$ cat config.mk
export PLATFORM = sky130hd
export DESIGN_NAME = i2c_master_byte_engine
export DESIGN_NICKNAME = d
export VERILOG_FILES = /design/src/hdl/i2cmbe_pkg.sv /design/src/hdl/i2cmbe_step.sv /design/src/hdl/i2c_master_byte_engine.sv
export SDC_FILE = /design/constraint.sdc
export NUM_CORES = 1
export LEC_CHECK = 0
export BUFFER_PORTS_ARGS = -buffer_cell sky130_fd_sc_hd__buf_2
export CORE_ASPECT_RATIO = 0.9
export CORE_MARGIN = 8
export CORE_UTILIZATION = 40
export DETAILED_ROUTE_END_ITERATION = 12
export GPL_ROUTABILITY_DRIVEN = 0
export MAX_ROUTING_LAYER = met4
export PLACE_DENSITY_LB_ADDON = 0.25
export SYNTH_ARGS = -nofsm -noshare
export SYNTH_HDL_FRONTEND = slang
export SYNTH_HIERARCHICAL = 1
export SYNTH_SLANG_ARGS = --single-unit
$ cat constraint.sdc
create_clock -name aclk -period 9.1 [get_ports aclk]
set_input_delay 0.91 -clock aclk [delete_from_list [all_inputs] [get_ports aclk]]
set_output_delay 0.91 -clock aclk [all_outputs]
set_load 0.05 [all_outputs]
$ cat src/hdl/i2cmbe_pkg.sv
package i2cmbe_pkg;

    localparam int BITS_PER_BYTE = 8;
    localparam int BIT_IDX_W     = $clog2(BITS_PER_BYTE);
    localparam logic [BIT_IDX_W-1:0] LAST_BIT = BIT_IDX_W'(BITS_PER_BYTE - 1);

    localparam int TPU_W   = 10;
    localparam int DELAY_W = 12;
    localparam logic [TPU_W-1:0] TPU_RESET = TPU_W'(50);

    // Command kinds; the opcode of a beat uses the same codes, zero being a plain tick.
    typedef enum logic [2:0] {
        KIND_IDLE  = 3'd0,
        KIND_START = 3'd1,
        KIND_STOP  = 3'd2,
        KIND_WRITE = 3'd3,
        KIND_READ  = 3'd4
    } kind_t;

    // Sequencer phases; their meaning depends on the command kind.
    localparam logic [3:0] PH_0 = 4'd0;
    localparam logic [3:0] PH_1 = 4'd1;
    localparam logic [3:0] PH_2 = 4'd2;
    localparam logic [3:0] PH_3 = 4'd3;
    localparam logic [3:0] PH_4 = 4'd4;
    localparam logic [3:0] PH_5 = 4'd5;

    typedef struct packed {
        kind_t                  kind;
        logic [3:0]             phase;
        logic [BIT_IDX_W-1:0]   bit_idx;
        logic [7:0]             shift;
        logic [DELAY_W-1:0]     delay;
        logic                   scl;
        logic                   sda;
        logic                   ack_hold;
        logic [7:0]             last_read;
        logic                   last_ack;
    } seq_state_t;

    localparam seq_state_t SEQ_RESET = '{
        kind: KIND_IDLE, phase: PH_0, bit_idx: '0, shift: '0, delay: '0,
        scl: 1'b1, sda: 1'b1, ack_hold: 1'b1, last_read: '0, last_ack: 1'b1
    };

endpackage

$ cat src/hdl/i2cmbe_step.sv
module i2cmbe_step (
    input  i2cmbe_pkg::seq_state_t       cur,
    input  logic [2:0]                   opcode,
    input  logic [7:0]                   write_data,
    input  logic                         ack_to_send,
    input  logic                         sda_in,
    input  logic [i2cmbe_pkg::TPU_W-1:0] ticks_per_us,
    output i2cmbe_pkg::seq_state_t       nxt,
    output logic                         done
);

    i2cmbe_pkg::seq_state_t             pre;
    logic                               run;
    logic [i2cmbe_pkg::DELAY_W-1:0]     d1;
    logic [i2cmbe_pkg::DELAY_W-1:0]     d3;

    // A zero unit still waits one tick. Three units of at most 1023 ticks stay below
    // the 4095-tick counter limit, so no saturation logic is needed.
    always_comb begin
        if (ticks_per_us == '0) begin
            d1 = i2cmbe_pkg::DELAY_W'(1);
            d3 = i2cmbe_pkg::DELAY_W'(1);
        end else begin
            d1 = i2cmbe_pkg::DELAY_W'(ticks_per_us);
            d3 = i2cmbe_pkg::DELAY_W'(ticks_per_us)
               + {i2cmbe_pkg::DELAY_W'(ticks_per_us) << 1};
        end
    end

    always_comb begin
        pre  = cur;
        run  = 1'b0;
        done = 1'b0;
        if (cur.kind == i2cmbe_pkg::KIND_IDLE) begin
            if (opcode == i2cmbe_pkg::KIND_START || opcode == i2cmbe_pkg::KIND_STOP ||
                opcode == i2cmbe_pkg::KIND_WRITE || opcode == i2cmbe_pkg::KIND_READ) begin
                pre.kind    = i2cmbe_pkg::kind_t'(opcode);
                pre.phase   = i2cmbe_pkg::PH_0;
                pre.bit_idx = '0;
                pre.delay   = '0;
                if (opcode == i2cmbe_pkg::KIND_WRITE) begin
                    pre.shift = write_data;
                end
                if (opcode == i2cmbe_pkg::KIND_READ) begin
                    pre.shift    = '0;
                    pre.ack_hold = ack_to_send;
                end
                run = 1'b1;
            end
        end else begin
            if (cur.delay != '0) begin
                pre.delay = cur.delay - 1'b1;
            end
            run = (pre.delay == '0);
        end

        nxt = pre;
        if (run) begin
            unique case (pre.kind)
                i2cmbe_pkg::KIND_START: begin
                    case (pre.phase)
                        i2cmbe_pkg::PH_0: begin
                            nxt.scl = 1'b1; nxt.sda = 1'b1;
                            nxt.delay = d1; nxt.phase = i2cmbe_pkg::PH_1;
                        end
                        i2cmbe_pkg::PH_1: begin
                            nxt.sda = 1'b0; nxt.delay = d1; nxt.phase = i2cmbe_pkg::PH_2;
                        end
                        i2cmbe_pkg::PH_2: begin
                            nxt.scl = 1'b0; nxt.delay = d1; nxt.phase = i2cmbe_pkg::PH_3;
                        end
                        default: begin
                            nxt.scl = 1'b0; nxt.kind = i2cmbe_pkg::KIND_IDLE;
                            nxt.phase = i2cmbe_pkg::PH_0; nxt.delay = '0; done = 1'b1;
                        end
                    endcase
                end
                i2cmbe_pkg::KIND_STOP: begin
                    case (pre.phase)
                        i2cmbe_pkg::PH_0: begin
                            nxt.scl = 1'b0; nxt.sda = 1'b0;
                            nxt.delay = d1; nxt.phase = i2cmbe_pkg::PH_1;
                        end
                        i2cmbe_pkg::PH_1: begin
                            nxt.scl = 1'b1; nxt.delay = d1; nxt.phase = i2cmbe_pkg::PH_2;
                        end
                        i2cmbe_pkg::PH_2: begin
                            nxt.sda = 1'b1; nxt.delay = d1; nxt.phase = i2cmbe_pkg::PH_3;
                        end
                        default: begin
                            // Stop leaves SCL released at the end.
                            nxt.kind = i2cmbe_pkg::KIND_IDLE;
                            nxt.phase = i2cmbe_pkg::PH_0; nxt.delay = '0; done = 1'b1;
                        end
                    endcase
                end
                i2cmbe_pkg::KIND_WRITE: begin
                    case (pre.phase)
                        i2cmbe_pkg::PH_0: begin
                            nxt.scl = 1'b0;
                            nxt.sda = pre.shift[~pre.bit_idx];
                            nxt.delay = d3; nxt.phase = i2cmbe_pkg::PH_1;
                        end
                        i2cmbe_pkg::PH_1: begin
                            nxt.scl = 1'b1;
                            nxt.delay = d3;
                            if (pre.bit_idx < i2cmbe_pkg::LAST_BIT) begin
                                nxt.bit_idx = pre.bit_idx + 1'b1;
                                nxt.phase = i2cmbe_pkg::PH_0;
                            end else begin
                                nxt.phase = i2cmbe_pkg::PH_2;
                            end
                        end
                        i2cmbe_pkg::PH_2: begin
                            nxt.scl = 1'b0; nxt.sda = 1'b1;
                            nxt.delay = d1; nxt.phase = i2cmbe_pkg::PH_3;
                        end
                        i2cmbe_pkg::PH_3: begin
                            nxt.scl = 1'b1; nxt.last_ack = sda_in;
                            nxt.delay = d1; nxt.phase = i2cmbe_pkg::PH_4;
                        end
                        default: begin
                            nxt.scl = 1'b0; nxt.kind = i2cmbe_pkg::KIND_IDLE;
                            nxt.phase = i2cmbe_pkg::PH_0; nxt.delay = '0; done = 1'b1;
                        end
                    endcase
                end
                i2cmbe_pkg::KIND_READ: begin
                    case (pre.phase)
                        i2cmbe_pkg::PH_0: begin
                            nxt.sda = 1'b1; nxt.scl = 1'b1;
                            nxt.delay = d3; nxt.phase = i2cmbe_pkg::PH_1;
                        end
                        i2cmbe_pkg::PH_1: begin
                            nxt.shift = {pre.shift[6:0], sda_in};
                            nxt.scl = 1'b0;
                            nxt.delay = d3;
                            if (pre.bit_idx < i2cmbe_pkg::LAST_BIT) begin
                                nxt.bit_idx = pre.bit_idx + 1'b1;
                                nxt.phase = i2cmbe_pkg::PH_2;
                            end else begin
                                nxt.phase = i2cmbe_pkg::PH_3;
                            end
                        end
                        i2cmbe_pkg::PH_2: begin
                            nxt.scl = 1'b1; nxt.delay = d3; nxt.phase = i2cmbe_pkg::PH_1;
                        end
                        i2cmbe_pkg::PH_3: begin
                            nxt.sda = pre.ack_hold; nxt.delay = d1;
                            nxt.phase = i2cmbe_pkg::PH_4;
                        end
                        i2cmbe_pkg::PH_4: begin
                            nxt.scl = 1'b1; nxt.delay = d1; nxt.phase = i2cmbe_pkg::PH_5;
                        end
                        default: begin
                            nxt.last_read = pre.shift;
                            nxt.scl = 1'b0; nxt.kind = i2cmbe_pkg::KIND_IDLE;
                            nxt.phase = i2cmbe_pkg::PH_0; nxt.delay = '0; done = 1'b1;
                        end
                    endcase
                end
                default: begin
                    nxt.kind = i2cmbe_pkg::KIND_IDLE;
                    nxt.phase = i2cmbe_pkg::PH_0;
                    nxt.delay = '0;
                end
            endcase
        end
    end

endmodule

$ cat src/hdl/i2c_master_byte_engine.sv
// Bit-banged I2C master sequencer. Every input beat is one tick of the bus timebase and
// carries an opcode (tick, start, stop, write byte, read byte), the byte to write, the
// ack level to send after a read and the sampled SDA level. Commands are taken only
// while the engine is idle; otherwise the opcode acts as a plain tick. Every input beat
// yields exactly one output beat with the driven SCL/SDA levels, the busy flag, the last
// read byte and the last sampled acknowledge; m_tlast marks the tick that finished a
// command. The engine sustains one beat per clock unless m_tready stalls it: the whole
// sequencer step is one pass of short combinational logic between the state register and the
// output register, which accepts a new beat in the same cycle its previous beat is taken.
// Output beats are registered and appear the cycle after their input beats. The user must write the
// delay unit (ticks_per_us, reset 50) through the cfg channel only while no beat is in flight; the
// block does not enforce it. A new value applies from the next delay load; zero gives one-tick delays.
module i2c_master_byte_engine (
    input  logic        aclk,
    input  logic        aresetn,

    input  logic        cfg_valid,
    output logic        cfg_ready,
    input  logic [9:0]  cfg_data,       // ticks_per_us

    input  logic        s_tvalid,
    output logic        s_tready,
    input  logic [15:0] s_tdata,        // [7:0] write_data, [8] ack_to_send, [9] sda_in
    input  logic [2:0]  s_tuser,        // [2:0] opcode

    output logic        m_tvalid,
    input  logic        m_tready,
    output logic [15:0] m_tdata,        // [0] scl_level, [1] sda_level, [2] busy_res,
                                        // [10:3] read_data, [11] ack_seen
    output logic        m_tlast         // done_res
);

    logic [i2cmbe_pkg::TPU_W-1:0] tpu_reg;
    i2cmbe_pkg::seq_state_t       state_reg;
    i2cmbe_pkg::seq_state_t       state_next;
    logic                         step_done;
    logic                         in_acc;

    logic                         m_tvalid_reg;
    logic [15:0]                  m_tdata_reg;
    logic                         m_tlast_reg;

    // The delay register is always writable; a new value applies from the next delay load.
    assign cfg_ready = 1'b1;

    // A new beat enters whenever the output register is empty or is being drained.
    assign s_tready = !m_tvalid_reg || m_tready;
    assign in_acc   = s_tvalid && s_tready;

    i2cmbe_step u_step (
        .cur          (state_reg),
        .opcode       (s_tuser),
        .write_data   (s_tdata[7:0]),
        .ack_to_send  (s_tdata[8]),
        .sda_in       (s_tdata[9]),
        .ticks_per_us (tpu_reg),
        .nxt          (state_next),
        .done         (step_done)
    );

    always_ff @(posedge aclk) begin
        if (!aresetn) begin
            tpu_reg <= i2cmbe_pkg::TPU_RESET;
        end else if (cfg_valid && cfg_ready) begin
            tpu_reg <= cfg_data;
        end
    end

    always_ff @(posedge aclk) begin
        if (!aresetn) begin
            state_reg    <= i2cmbe_pkg::SEQ_RESET;
            m_tvalid_reg <= 1'b0;
        end else begin
            if (in_acc) begin
                state_reg    <= state_next;
                m_tvalid_reg <= 1'b1;
            end else if (m_tready) begin
                m_tvalid_reg <= 1'b0;
            end
        end
    end

    // Output payload needs no reset; it is qualified by m_tvalid.
    always_ff @(posedge aclk) begin
        if (in_acc) begin
            m_tdata_reg <= {4'b0, state_next.last_ack, state_next.last_read,
                            (state_next.kind != i2cmbe_pkg::KIND_IDLE),
                            state_next.sda, state_next.scl};
            m_tlast_reg <= step_done;
        end
    end

    assign m_tvalid = m_tvalid_reg;
    assign m_tdata  = m_tdata_reg;
    assign m_tlast  = m_tlast_reg;

    // An idle sequencer never holds a pending delay.
    a_idle_no_delay: assert property (@(posedge aclk) disable iff (!aresetn)
        (state_reg.kind == i2cmbe_pkg::KIND_IDLE) |-> (state_reg.delay == '0))
        else $error("idle sequencer holds a delay count");

    // A beat that finishes a command never reports busy.
    a_done_not_busy: assert property (@(posedge aclk) disable iff (!aresetn)
        (m_tvalid_reg && m_tlast_reg) |-> !m_tdata_reg[2])
        else $error("finished command still reported busy");

    // While busy with more than one tick to wait, each beat counts the delay down by one.
    a_delay_countdown: assert property (@(posedge aclk) disable iff (!aresetn)
        (in_acc && state_reg.kind != i2cmbe_pkg::KIND_IDLE && state_reg.delay > 1)
        |=> (state_reg.delay == $past(state_reg.delay) - 1'b1))
        else $error("delay counter did not count down");

    // A write command accepted while idle starts the write sequence.
    a_write_starts: assert property (@(posedge aclk) disable iff (!aresetn)
        (in_acc && state_reg.kind == i2cmbe_pkg::KIND_IDLE &&
         s_tuser == i2cmbe_pkg::KIND_WRITE)
        |=> (state_reg.kind == i2cmbe_pkg::KIND_WRITE))
        else $error("write command not started");

endmodule

# Word level (Yosys, flattened, before mapping)
# Cells that the tools add are included.
# totals
ff_bits,66
# op_classes
add_sub_neg,3
magnitude_cmp,2
n_eq_ne,13
n_mux,54
bitwise,1
n_reduce_logical,21
# op_table
operator,n
2-to-1 mux 12 bit,5
one-hot mux 13 bit (4 select lines),1
2-to-1 mux 8 bit,5
one-hot mux 12 bit (3 select lines),1
2-to-1 mux 32 bit,1
2-to-1 mux 30 bit,1
one-hot mux 12 bit (2 select lines),1
one-hot mux 3 bit (4 select lines),2
one-hot mux 7 bit (3 select lines),1
2-to-1 mux 18 bit,1
2-to-1 mux 3 bit,5
2-to-1 mux 1 bit,14
one-hot mux 1 bit (2 select lines),7
adder 10 x 11 -> 12 bit,1
== test 3 x 2 -> 1 bit (second input constant),4
logical NOT 12 bit,1
nonzero test 12 bit,1
subtractor 12 x 1 -> 12 bit (second input constant),1
2-to-1 mux 11 bit,1
logical NOT 10 bit,1
2-to-1 mux 10 bit,1
2-to-1 mux 9 bit,1
== test 4 x 2 -> 1 bit (second input constant),2
one-hot mux 2 bit (4 select lines),1
other kinds (26),34

# Logic depth before layout (Yosys ltp)
# Gate-level depths: netlist of run 1.
# depth
depth_word,13
mapped_depth,14
ltp_nobuf,11

# Cells and area by module
# Netlist of run 1, hierarchy kept.
# modules_own_cells
mod,instances,cells_per_inst,area_per_inst_um2,seq_area_each_um2
i2c_master_byte_engine,1,241,2597.5,1451.4
i2cmbe_step,1,387,2482.4,0.0

# Least setup slack after synthesis of run 1
# OpenSTA, ideal clock, no wires.
# synth_path
kind,flip-flop to flip-flop
start,reg state_reg[12] (netlist name)
end,reg m_tdata_reg[2] (netlist: m_tdata[2]) (data pin)
setup_time_ns,0.265
arrival_time_ns,2.934
slack_ns,5.901
stages_incl_launch_ff,14
path_buffers,3
cell_sequence,dfxtp_1 inv_1 ha_1 or4b_1 clkbuf_1 or3_1 a31oi_1 and4bb_2 a21oi_2 or2_1 buf_2 buf_6 o21ai_1 or3_1
# synth_lines
element,line_no,text
from (decl),i2c_master_byte_engine.sv:34,i2cmbe_pkg::seq_state_t state_reg;
from (signal assigned),i2c_master_byte_engine.sv:71,state_reg <= i2cmbe_pkg::SEQ_RESET;
from (signal assigned),i2c_master_byte_engine.sv:75,state_reg <= state_next;
to (signal assigned),i2c_master_byte_engine.sv:86,"m_tdata_reg <= {4'b0, state_next.last_ack, state_next.last_read,"
to (decl),i2c_master_byte_engine.sv:40,logic [15:0] m_tdata_reg;

==> results of run 1 <==
area by class of cell:
class,count,area (um^2),area share
clock buffer,10,229.0,0.04151
timing repair buffer,44,225.2,0.04083
tap,164,205.2,0.03720
inverter,28,105.1,0.01905
clock inverter,6,65.06,0.01179
sequential,66,1451,0.2631
multi-input combinational,490,3236,0.5865
worst max-delay path, delay by kind of cell (launching register included):
family / cells / cell delay [ns]
flops: 1 / 0.36
buf+inv: 1 / 0.12
compound gates: 3 / 0.92
fa+ha+maj: 1 / 0.27
simple gates: 5 / 2.18
metrics by stage:
stage | util | power, mW | std cells | hold WS (ns) | cell area (um^2)
floorplan | - | 0.6134 | 631 | 0.4314 | 5091
global placement | 0.4164 | 0.6683 | 792 | 0.4407 | 5223
detailed placement | 0.4164 | 0.6721 | 792 | 0.4504 | 5223
CTS | 0.4399 | 1.028 | 808 | 0.4619 | 5517
global route | 0.4399 | 1.080 | 808 | 0.4905 | 5517
finish | 0.4399 | 1.022 | 808 | 0.4594 | 5517
power groups by stage:
stage          registers [mW]  clock network (mW)  logic [mW]
2_1_floorplan           0.352                   0       0.262
3_5_place_dp            0.344                   0       0.328
6_report                0.338               0.350       0.334
5_1_grt                 0.341               0.371       0.368
3_3_place_gp            0.344                   0       0.325
4_1_cts                 0.338               0.360       0.330
cells in the final DEF (no fill, tap or decap), types with 9 or more instances in the layout:
cell,Yosys,routed
sky130_fd_sc_hd__nor2_1,35,35
sky130_fd_sc_hd__nand3_1,14,14
sky130_fd_sc_hd__a22oi_1,11,11
sky130_fd_sc_hd__clkbuf_16,0,9
sky130_fd_sc_hd__dfxtp_1,53,53
sky130_fd_sc_hd__buf_2,6,42
sky130_fd_sc_hd__inv_1,28,28
sky130_fd_sc_hd__ha_1,17,17
sky130_fd_sc_hd__nor3_1,13,13
sky130_fd_sc_hd__o21ai_0,30,30
sky130_fd_sc_hd__mux2i_1,53,53
sky130_fd_sc_hd__mux2_2,21,21
sky130_fd_sc_hd__a21oi_1,30,30
sky130_fd_sc_hd__or3_1,11,11
sky130_fd_sc_hd__o22ai_1,9,9
sky130_fd_sc_hd__edfxtp_1,13,13
sky130_fd_sc_hd__nor2b_1,12,12
sky130_fd_sc_hd__nand2_1,112,112
routing by layer:
| layer | global-route usage | wire (um) |
|---|---|---|
| met2 | 0.2591 | 5961 |
| met5 | - | 0 |
| met1 | 0.1935 | 5821 |
| met3 | 0.03940 | 708 |
| met4 | 0.06027 | 240 |
final timing paths:
kind	endpoint	depth (start not counted)	start
max reg2reg	m_tdata[2]	10	state_reg[12]
min	state_reg[3]	2	state_reg[3]
max	m_tdata[2]	10	state_reg[12]
min reg2reg	state_reg[3]	2	state_reg[3]
kinds of logic (layout without fill, tap and decap cells):
family	count (synthesis)	count (layout)	synth area share
AOI/OAI and AO/OA	145	145	0.1963
buffers and inverters	75	88	0.07956
muxes	74	74	0.1510
and+or+nand+nor	240	240	0.2264
DFF	66	66	0.2857
adders and majority gates	18	18	0.04581
xor gates and xnor gates	8	8	0.01379
other	2	5	0.001478
==> metrics.md, run 1 <==
| Metric | Value |
|---|---|
| Clk sink count | 66 |
| Number of antenna violations at the first check in global routing | 0 |
| CTS buffer count | 9 |
| Synth unique cells | 72 |
| Total number of vias | approximately 4.6k |
| Number of search-and-repair iterations in the first detailed-routing pass | 6 |
| Dominant cells by area after synthesis | sky130_fd_sc_hd__dfxtp_1 21%, sky130_fd_sc_hd__mux2i_1 10%, sky130_fd_sc_hd__nand2_1 8.3% |
| Clock slew seen by the registers of the worst setup and hold paths | 0.06 ns |
| Top-count cell post-synth | sky130_fd_sc_hd__nand2_1 |
| Area of the core region | roughly 0.013 mm^2 |
| Leakage power figure | 2.252 nW |
| Total Nets Final | 691 |
| Portion of total power attributed to combinational logic | 0.327 |
| Starting utilization of the core area | 0.4051 |
| Number of top-level pins | 54 |
| Critical path data arrival time | between 4 and 5 ns |
| Clock tree from TritonCTS | yes |
| IO Port Bufs | 42 |
| Number of buffers inserted by post-CTS setup repair | 0 |
| Worst-path fanout max | 16 |
| Wirelength per Cell | 15.76 um |
| Diodes inserted | 0 |
| CTS H-tree depth | 3 |
| Fraction of synthesis flops using an asynchronous set or reset pin | 0 |
| Avg Synthesized Cell Area | about 8.1 um^2 |
| Number of nets with antenna violations after detailed routing | 0 |
| Fraction of final layout cells with drive strength greater than 1 | 0.1599 |
| Post-Synthesis Cell Area | around 0.0051 mm^2 |
| Pin count of the biggest net entering global routing | between 90 and 100 |
| Sw Ratio | 0.3634 |
| Y dimension of the die | roughly 120 um |
| Max-slew violation count | 0 |
| Clk network pwr share | 0.342 |
| Worst min-delay path category | flip-flop to flip-flop |
| Area of the die | ~0.017 mm^2 |
| EDFF count, synth | 13 |
| Synth cell count leaders | 112 x sky130_fd_sc_hd__nand2_1, 53 x sky130_fd_sc_hd__dfxtp_1, 53 x sky130_fd_sc_hd__mux2i_1 |
| Areal power density over the cells | 185.2 mW/mm^2 |
| Post-synthesis sequential element count | 66 |
| Flip-flop count of the largest register, all copies and words added | 42 |
| Number of instances in the synthesized netlist | between 600 and 700 |
| Setup total negative slack | 0 ns |
| Final worst-path cycle share | 0.4517 |
| Fill cell instance count of the final layout | 1257 |
| Final setup vio count | 0 |
| Hold Violations, Final | 0 |
| Class of the most critical setup path | flip-flop to flip-flop |
| First-pass GRT wire length | about 21000 um |
| Wire length reported by the detailed router | roughly 13000 um |
| Prevailing post-synth register cell | sky130_fd_sc_hd__dfxtp_1 |
| Synth top area share | 0.2089 |
| Cell-internal power | 0.6505 mW |
| Sequential share of power | 0.331 |
| CP required | 9.19 ns |
| Critical Path Sink Type | flip-flop |
| R2R Setup Slk | 4.99 ns |
| Clock root cell | sky130_fd_sc_hd__clkbuf_16 |
| Remaining DRCs | 0 |
| CTS Buffer Depth | 2 |
| Per-cell via count in the routed design | 5.729 |
| Minimum period implied by the final worst setup slack | 4.111 ns |
| Detail Placement HPWL | between 8000 and 9000 um |
| Worst-margin pin slew | between 0.9 and 1 ns |
| Detailed router's first-iteration violation count | ~420 |
| Slew headroom | 0.3874 |
| Die boundary width | about 130 um |
| Biggest cell delay along the critical path | roughly 0.60 ns |
| Number of gates given a new drive strength after cts | 0 |
| Post-CTS Hold Fix Bufs | 0 |
| Maximum frequency from static timing analysis | 243.3 MHz |
| Most Frequent Cell on Critical Path | sky130_fd_sc_hd__or3_1 |
| Synthesis-to-finish area growth | 8.596% |
| Result of the run | completed |
| Kind of launch point of the worst setup path | flip-flop |
| # rows | 39 |
| Count of warnings emitted by yosys | 6 |
| Largest vdd supply drop | 0.1030 mV |
| Number of max-cap violations | 0 |
| Via count of the first global-routing pass | about 4.4k |
| Skew-Pair Late Insertion Delay | about 0.35 ns |
| GRT overflow | 0 |
| Net switching power figure | about 0.37 mW |
| Cells along the critical path | inv_1 -> ha_1 -> or4b_1 -> or3_1 -> a31oi_1 -> and4bb_2 -> a21oi_2 -> or2_1 -> o21ai_1 -> or3_1 |
| Total track usage | 0.1615 |
| Worst clock skew | 0.01069 ns |
| Post-Place Setup Slack | ~5 ns |
| Final Worst Setup Slack | approximately 5.0 ns |
| Critical path's slowest cell | sky130_fd_sc_hd__or4b_1 |
| Leading area contributor after synthesis | sky130_fd_sc_hd__dfxtp_1 |
| RSZ-0062 raised after global routing | no |
| Portion of the post-synthesis area used by sequential elements | 0.2857 |
Note: power is estimated with default switching activity, not from simulation.
==> inputs of run 2 (changes only) <==
clock period = 3.35 ns   (was 9.1 ns; I/O delays follow)
==> run 2 against run 1 <==
- fmax grew 27%
- die area is the same
- sequential power grew to 2.7 times the previous value
- core utilization grew 2.1 points
- combinational power grew to 3.1 times the previous value
- clock-buffer cell count grew 2
- clock power grew to 2.6 times the previous value
- wire length grew 2.5%
- clock skew shrank 0.0055 ns
- setup slack lost 4.9 ns
- critical endpoint unchanged
- largest power group is now combinational logic
==> metrics.md, run 2 (synthesized netlist as in run 1, its figures left out) <==
| Metric | Value |
|---|---|
| Per-cell via count in the routed design | 5.638 (-1.6%) |
| Diodes inserted | 0 (unchanged) |
| Minimum period implied by the final worst setup slack | 3.236 ns (-0.8752 ns) |
| Critical path data arrival time | 3.32 ns (-0.88 ns) |
| Capture instance of the worst register-to-register path | m_tdata[2] |
| Leading cell type in the layout, fill and taps excluded | sky130_fd_sc_hd__nand2_1 |
| Die boundary width | 134.8 um (unchanged) |
| Timing endpoint of the critical path | m_tdata[2] |
| Result of the run | completed |
| Synthesis-to-finish area growth | 13.67% |
| Wire length reported by the detailed router | 13050 um (+2.5%) |
| Number of max-cap violations | 0 (unchanged) |
| Fraction of final layout cells with drive strength greater than 1 | 0.2024 (+0.04244) |
| Slew headroom | 0.3824 (-0.005057) |
| GRT overflow | 0 (unchanged) |
| Flip-flop count of the largest register, all copies and words added | 42 (unchanged) |
| CTS H-tree depth | 3 (unchanged) |
| Maximum frequency from static timing analysis | 309.1 MHz (+27%) |
| Total track usage | 0.1651 (+0.003616) |
| CTS buffer count | 9 (unchanged) |
| Starting utilization of the core area | 0.4051 (unchanged) |
| Y dimension of the die | 122.9 um (unchanged) |
| Number of nets with antenna violations after detailed routing | 0 (unchanged) |
| Hold Violations, Final | 0 (unchanged) |
| Kind of launch point of the worst setup path | flip-flop |
| Remaining DRCs | 0 (unchanged) |
| Areal power density over the cells | 493.2 mW/mm^2 (+170%) |
| Skew-Pair Late Insertion Delay | 0.34 ns (about the same) |
| Final worst-path cycle share | 0.9659 (+0.5141) |
| Minimum hold slack | 0.2088 ns (-0.2506 ns) |
| First-pass GRT wire length | 21690 um (+1.1%) |
| Clk sink count | 66 (unchanged) |
| # rows | 39 (unchanged) |
| CTS Buffer Depth | 2 (unchanged) |
| Area of the core region | 0.01254 mm^2 (unchanged) |
| CP required | 3.43 ns (-5.76 ns) |
| Area of the die | 0.01657 mm^2 (unchanged) |
| Critical Path Sink Type | flip-flop |
| R2R Setup Slk | 0.11 ns (-4.87 ns) |
| Post-CTS Hold Fix Bufs | 0 (unchanged) |
| R2R Path Start | state_reg[12] |
| Worst-path fanout max | 8 (-8) |
| Total number of vias | 4713 (+1.8%) |
| Clock tree from TritonCTS | yes |
| Worst clock skew | 0.005153 ns (-0.005536 ns) |
| IO Port Bufs | 42 (unchanged) |
| Cell area after placement | 0.005430 mm^2 (+4.0%) |
| Clock slew seen by the registers of the worst setup and hold paths | 0.06 ns (about the same) |
| Share of the core filled with cells in the final layout | 0.4604 (+0.02055) |
| Pin count of the biggest net entering global routing | 56 (-39%) |
| Total Nets Final | 719 (+4.1%) |
| Wirelength per Cell | 15.61 um (-0.94%) |
| Number of top-level pins | 54 (unchanged) |
| Detail Placement HPWL | 9389 um (+6.9%) |
| Finished Cell Area | 0.005774 mm^2 (+4.7%) |
| Worst min-delay path category | primary input to flip-flop |
| Final setup vio count | 0 (unchanged) |
| Startpoint of the worst setup timing path | state_reg[12] |
| Class of the most critical setup path | flip-flop to flip-flop |
| Via count of the first global-routing pass | 4478 (+1.2%) |
| Largest vdd supply drop | 0.2811 mV (+170%) |
| Detailed router's first-iteration violation count | 445 (+5.2%) |
| Number of antenna violations at the first check in global routing | 0 (unchanged) |
| Clock root cell | sky130_fd_sc_hd__clkbuf_16 |
| Leading cell types in the layout, fill and taps excluded | 112 x sky130_fd_sc_hd__nand2_1, 53 x sky130_fd_sc_hd__mux2i_1, 53 x sky130_fd_sc_hd__dfxtp_1 |
| Leakage power figure | 2.402 nW (+6.7%) |
| Worst-margin pin slew | 0.9264 ns (+0.007587 ns) |
| Max-slew violation count | 0 (unchanged) |
| Number of search-and-repair iterations in the first detailed-routing pass | 5 (-1) |
| Cells on worst reg2reg path | 9 (-1) |
-- run 2: cell count changes in the layout (fill, tap and decap cells not counted), moves of 2 or more --
cell and delta:
sky130_fd_sc_hd__nor4_1 -2, sky130_fd_sc_hd__nor4_2 +2, sky130_fd_sc_hd__buf_4 +27, sky130_fd_sc_hd__clkbuf_8 +2
-- run 2: critical path, cell delays in order, from the launching register on --
cell	delay (ns)
sky130_fd_sc_hd__dfxtp_1	0.31
sky130_fd_sc_hd__inv_1	0.10
sky130_fd_sc_hd__ha_2	0.26
sky130_fd_sc_hd__or4b_4	0.53
sky130_fd_sc_hd__or3_1	0.34
sky130_fd_sc_hd__a31oi_1	0.18
sky130_fd_sc_hd__and4bb_4	0.28
sky130_fd_sc_hd__a21oi_4	0.23
sky130_fd_sc_hd__mux2_2	0.37
sky130_fd_sc_hd__or3_1	0.37
-- run 2: cell type report --
type / count / area [um^2]
Sequential cell: 66 / 1451
Inverter: 28 / 105.1
Multi-Input combinational cell: 490 / 3282
Clock inverter: 4 / 26.28
Timing Repair Buffer: 72 / 447.9
Fill cell: 1237 / 6766
Tap cell: 164 / 205.2
Clock buffer: 12 / 256.5
-- run 2: stage by stage --
stage	setup TNS [ns]	setup WS (ns)	power, mW	cells
after global placement	0	0.04645	1.885	818
after detailed placement	-0.1916	-0.06989	1.900	818
after CTS	0	0.01603	2.828	835
after global routing	-0.02739	-0.01919	3.005	836
after floorplan	0	0.1507	1.666	631
final	0	0.1144	2.848	836
-- run 2: per-layer routing --
layer	wire, um	GRT usage	up-vias	share of wire
met5	0	-	-	0
met4	205	0.06237	0	0.016
met3	682	0.03981	21	0.052
met2	6147	0.2610	126	0.47
met1	6014	0.2010	2238	0.46
li1	-	-	2328	-
-- run 2: where the power goes --
| part | internal [mW] | switching [mW] | total [mW] |
|---|---|---|---|
| logic | 0.418 | 0.627 | 1.05 |
| registers | 0.860 | 0.0421 | 0.902 |
| clock network | 0.540 | 0.360 | 0.901 |
| total | 1.82 | 1.03 | 2.85 |
-- run 2: what timing repair did --
action                     in CTS  in global routing
hold endpoints to repair        0                  0
setup endpoints to repair      18                 32
buffers inserted                1                  1
resized for setup               1                  9
gates cloned                    0                  0
pin swaps                       1                  1
-- run 2: worst min-delay path by stage --
| stage | to | slack (ns) | startpoint | cells past startpoint |
|---|---|---|---|---|
| after floorplan | state_reg[15] | 0.43 | state_reg[15] | 2 |
| after global placement | state_reg[2] | 0.44 | state_reg[2] | 2 |
| after detailed placement | state_reg[2] | 0.45 | state_reg[2] | 2 |
| after CTS | tpu_reg[1] | 0.20 | cfg_data[1] | 3 |
| after global routing | tpu_reg[5] | 0.21 | cfg_data[5] | 3 |
| final | tpu_reg[5] | 0.21 | cfg_data[5] | 3 |
